`config.mk`:
```
export PLATFORM = sky130hd
export DESIGN_NAME = fhm_cfg
export DESIGN_NICKNAME = d
export VERILOG_FILES = /design/src/hdl/flat_histogram_monitor_defines.svh /design/src/hdl/fhm_pkg.sv /design/src/hdl/fhm_cfg.sv
export SDC_FILE = /design/constraint.sdc
export NUM_CORES = 1
export LEC_CHECK = 0
export BUFFER_PORTS_ARGS = -buffer_cell sky130_fd_sc_hd__buf_4
export CAP_MARGIN = 15
export CORE_UTILIZATION = 40
export DETAILED_ROUTE_END_ITERATION = 12
export PLACE_DENSITY = 0.8
export SLEW_MARGIN = 20
export SYNTH_ARGS = -nofsm -noshare
export SYNTH_HDL_FRONTEND = slang
export SYNTH_SLANG_ARGS = --single-unit
```
`constraint.sdc`:
```
create_clock -name clk -period 1 [get_ports clk]
set_input_delay 0.15 -clock clk [delete_from_list [all_inputs] [get_ports clk]]
set_output_delay 0.15 -clock clk [all_outputs]
set_load 0.02 [all_outputs]
```
`src/hdl/flat_histogram_monitor_defines.svh`:
```
// assertion macros shared by the histogram monitor modules
`ifndef FLAT_HISTOGRAM_MONITOR_DEFINES_SVH
`define FLAT_HISTOGRAM_MONITOR_DEFINES_SVH

// same-cycle implication
`define FHM_ASSERT_IMPL(lbl, clk, rst_n, ante, cons) \
  lbl: assert property (@(posedge clk) disable iff (!rst_n) (ante) |-> (cons)) \
    else $error("histogram monitor check failed");

// next-cycle implication
`define FHM_ASSERT_NEXT(lbl, clk, rst_n, ante, cons) \
  lbl: assert property (@(posedge clk) disable iff (!rst_n) (ante) |=> (cons)) \
    else $error("histogram monitor check failed");

`endif

```
`src/hdl/fhm_pkg.sv`:
```
package fhm_pkg;

  localparam int NUM_BINS   = 1024;
  localparam int COUNT_BITS = 32;

  localparam int ADDR_W   = $clog2(NUM_BINS);
  localparam int BIN_W    = 10;
  localparam int RANGE_W  = 11;
  localparam int CRIT_W   = 9;
  localparam int MINC_W   = 32;
  localparam int VBIN_W   = 11;
  localparam int SUMO_W   = 42;
  localparam int CNT_W    = $clog2(NUM_BINS + 1);
  localparam int SUM_W    = COUNT_BITS + CNT_W;
  localparam int MULY_W   = (CNT_W > CRIT_W) ? CNT_W : CRIT_W;
  localparam int PROD_W   = SUM_W + MULY_W;
  localparam int FLAT_SHIFT = 8;
  localparam int WORD_W   = COUNT_BITS + 1;

  localparam int PADDR_W   = 4;
  localparam int PDATA_W   = 32;
  localparam int REG_IDX_W = PADDR_W - 2;

  localparam logic [REG_IDX_W-1:0] REG_ACTIVE_BINS = 2'd0;
  localparam logic [REG_IDX_W-1:0] REG_MIN_RANGE   = 2'd1;
  localparam logic [REG_IDX_W-1:0] REG_FLAT_CRIT   = 2'd2;

  localparam logic [RANGE_W-1:0] ACTIVE_BINS_RST = 11'd1024;
  localparam logic [RANGE_W-1:0] MIN_RANGE_RST   = 11'd1;
  localparam logic [CRIT_W-1:0]  FLAT_CRIT_RST   = 9'd204;

  localparam logic [COUNT_BITS-1:0] COUNT_MAX = '1;
  localparam logic [ADDR_W-1:0]     CLR_LAST  = ADDR_W'(NUM_BINS - 1);

  typedef enum logic [1:0] {
    OP_VISIT = 2'd0,
    OP_QUERY = 2'd1,
    OP_CLEAR = 2'd2,
    OP_NOP   = 2'd3
  } op_t;

  typedef enum logic [1:0] {
    ERR_OK    = 2'd0,
    ERR_SHORT = 2'd1,
    ERR_RANGE = 2'd2,
    ERR_BIN   = 2'd3
  } err_t;

  typedef enum logic [2:0] {
    S_CLR,
    S_IDLE,
    S_VWR,
    S_QRD,
    S_MUL1,
    S_MUL2,
    S_CMP,
    S_RESP
  } state_t;

  typedef struct packed {
    op_t                operation;
    logic [BIN_W-1:0]   bin_index;
    logic [RANGE_W-1:0] range_low;
    logic [RANGE_W-1:0] range_high;
  } in_item_t;

  typedef struct packed {
    logic              is_flat;
    err_t              error_code;
    logic [MINC_W-1:0] min_count;
    logic [VBIN_W-1:0] visited_bins;
    logic [SUMO_W-1:0] count_sum;
  } out_item_t;

  typedef struct packed {
    logic [RANGE_W-1:0] active_bins;
    logic [RANGE_W-1:0] min_range;
    logic [CRIT_W-1:0]  flat_criterion;
  } cfg_t;

  typedef struct packed {
    logic                  visited;
    logic [COUNT_BITS-1:0] count;
  } ram_word_t;

endpackage

```
`src/hdl/fhm_cfg.sv`:
```
module fhm_cfg (
  input  logic                        clk,
  input  logic                        rst_n,
  input  logic                        psel,
  input  logic                        penable,
  input  logic                        pwrite,
  input  logic [fhm_pkg::PADDR_W-1:0] paddr,
  input  logic [fhm_pkg::PDATA_W-1:0] pwdata,
  output logic [fhm_pkg::PDATA_W-1:0] prdata,
  output logic                        pready,
  output fhm_pkg::cfg_t               cfg
);

  import fhm_pkg::*;

  cfg_t                 cfg_r, cfg_nxt;
  logic [REG_IDX_W-1:0] reg_idx;
  logic                 wr_en;

  assign reg_idx = paddr[PADDR_W-1:2];
  assign wr_en   = psel && penable && pwrite;

  always_comb begin
    cfg_nxt = cfg_r;
    if (wr_en) begin
      unique case (reg_idx)
        REG_ACTIVE_BINS: cfg_nxt.active_bins    = pwdata[RANGE_W-1:0];
        REG_MIN_RANGE:   cfg_nxt.min_range      = pwdata[RANGE_W-1:0];
        REG_FLAT_CRIT:   cfg_nxt.flat_criterion = pwdata[CRIT_W-1:0];
        default:         cfg_nxt = cfg_r;
      endcase
    end
  end

  always_ff @(posedge clk) begin
    if (!rst_n) begin
      cfg_r.active_bins    <= ACTIVE_BINS_RST;
      cfg_r.min_range      <= MIN_RANGE_RST;
      cfg_r.flat_criterion <= FLAT_CRIT_RST;
    end else begin
      cfg_r <= cfg_nxt;
    end
  end

  always_comb begin
    unique case (reg_idx)
      REG_ACTIVE_BINS: prdata = PDATA_W'(cfg_r.active_bins);
      REG_MIN_RANGE:   prdata = PDATA_W'(cfg_r.min_range);
      REG_FLAT_CRIT:   prdata = PDATA_W'(cfg_r.flat_criterion);
      default:         prdata = '0;
    endcase
  end

  assign pready = 1'b1;
  assign cfg    = cfg_r;

endmodule

```
==> run metrics <==
status=finished with violations; violated checks=negative setup slack; initial antenna violation count=0; top cells by count, synth=nand2_1 (45), mux2i_1 (38), dfxtp_1 (31); Max IR drop VDD=just over 0.0009 V; Clk pwr share=0.353; Buffers on Ports=59; total power=2715 uW; Mapped Cells=about 180; CTS Buf Count=5; hold buffer count at CTS=0; CP Class=flop to output port; Max Clk Rate=slightly below 0.9 GHz; CTS tree=yes; Die Y=roughly 65 um; unrepaired setup endpoints after global routing=yes; max FFs per register=31; CTS Buffer Depth=2; fin crit period=approximately 1.1 ns; Comb pwr share=0.180; DR vias/cell=between 4 and 5; endpoints failing hold=0; io pins=105; reg-to-reg endpoint=cfg[30]; core area=3771 um^2; Synth top area share=0.3851; Arrival @ worst endpoint=1.00 ns; gpl congestion=~0.73; Post-Route WL=about 4.2 mm; # setup viols final=12; die area=4287 um^2; CP Launch Type=flop; Setup crit start=cfg[22]; 1st-pass router iterations=4; skew final=0 ns; post-synth cell types=20; count leader, synth=nand2_1; fraction of registers with async set/reset=0; FF-to-FF path depth=4; first-pass GRT wire length=between 6 and 7 mm; clock sinks=31; Final WS setup=-0.1495 ns; pin count of the biggest net entering global routing=23; FF-to-FF Start=cfg[30]; leakage=around 0.0012 uW; Area after DPL=roughly 2100 um^2; Sw Ratio=0.2840; number of max-cap violations=0; Synth area leader=dfxtp_1; sequential share of power=0.467; starting density of the core=0.4273; Worst Hold Class=primary input to flop; via count=~1500; Worst R2R Setup Slack=between 0.15 and 0.2 ns; number of global-route vias before repair=about 1400; HPWL Detailed=2.852 mm; num rows=22; number of remaining DRC errors=0; EDFF count, synth=0; final period utilization=1.150; Antenna Nets Post-Route=0; # diodes=0; Synth Warn #=0; Area Overhead vs Synth=62.81%; syn_area_per_cell=~8.9 um^2; clock root cell=clkbuf_8; Int Pwr=~1900 uW; final instance area=between 2000 and 3000 um^2; #FFs+latches synth=31; crit-path max FO=3; WP data required=~0.85 ns; initial drt markers=63; Die Width=around 65 um; Cell Pwr Density=1035 nW/um^2; layout cells sized above 1=0.5305; Synth area leaders=dfxtp_1 (39%), mux2i_1 (24%), buf_4 (11%); final core utilization=0.6958; CTS clk-pin slew, worst paths=around 0.06 ns; Total Routing Usage GR=0.2012; Layout Nets=between 300 and 400; Skew-Pair Late Insertion Delay=0.28 ns; Pins Over Slew Limit=0; top_reg_cell synth=dfxtp_1; worst setup path end=prdata[2]; P_sw=around 770 uW; grt ovf=0; Worst setup EP type=output port; H-tree Lvls=2; sequential area share after synthesis=0.3851; Synth Cell Area=around 1600 um^2; Avg WL per Cell=12.94 um
## critical path, cell delays in order, from the launching register on
cell	delay, ns
dfxtp_2	0.33
mux2i_2	0.18
o21ai_2	0.08
buf_6	0.13
## worst min path at each step
stage                     from       to  depth (start not counted)
global placement     pwdata[3]   cfg[3]                          3
finish               pwdata[3]   cfg[3]                          3
global route         pwdata[3]   cfg[3]                          3
CTS                  pwdata[3]   cfg[3]                          3
detailed placement   pwdata[3]   cfg[3]                          3
floorplan           pwdata[10]  cfg[19]                          2
## layout by cell type, fill, tap and decap left out, types with 2 or more instances in the layout
cell and n:
clkinv_2 3, dfxtp_2 23, mux2i_2 4, nor2_1 2, clkbuf_8 5, nor2b_1 4, inv_1 4, o21ai_2 8
o211ai_1 4, dfxtp_1 8, buf_4 55, conb_1 22, buf_6 46, nand2_1 45, mux2i_1 34, nand3_1 5
## metrics by stage
step | worst slack [ns] | setup TNS (ns) | std cells | hold slack (ns)
2_1_floorplan | -0.02820 | -0.02820 | 202 | 0.2922
3_3_place_gp | -0.1238 | -2.246 | 293 | 0.4118
3_5_place_dp | -0.1296 | -2.760 | 293 | 0.4187
4_1_cts | -0.1504 | -1.403 | 318 | 0.1233
5_1_grt | -0.2385 | -2.275 | 327 | 0.1374
6_report | -0.1495 | -1.493 | 327 | 0.1237
## metal layers
layer / GRT usage / routed length [um] / vias up
li1: - / - / 747
met1: 0.2244 / 1686 / 697
met2: 0.3582 / 2190 / 61
met3: 0.05208 / 263 / 11
met4: 0.08424 / 91 / 0
met5: 0 / 0 / -
## power groups by stage
stage	sequential [uW]	clock (uW)	combinational (uW)
finish	1270	958	489
global route	1270	1040	524
CTS	1270	961	471
detailed placement	1290	0	435
global placement	1290	0	430
floorplan	1310	0	301
## logic make-up after synthesis
group           synth area share
buf+inv                   0.1529
compound gates           0.04658
simple gates              0.1747
flops                     0.3851
mux                       0.2360
other cells             0.004660
## final cells by class
| type | instances | area [um^2] |
|---|---|---|
| Sequential cell | 31 | 649.4 |
| Clock buffer | 5 | 68.82 |
| Tap cell | 48 | 60.06 |
| Multi-Input combinational cell | 134 | 864.6 |
| Timing Repair Buffer | 102 | 950.9 |
| Fill cell | 293 | 1147 |
| Inverter | 4 | 15.01 |
| Clock inverter | 3 | 15.01 |
## timing repair
action                                  in CTS  in global routing
pin swaps                                    1                  2
buffers inserted                            17                 14
resized for setup                           56                 22
endpoints found under the setup margin      11                 28
(Power assumes the default switching activity.)
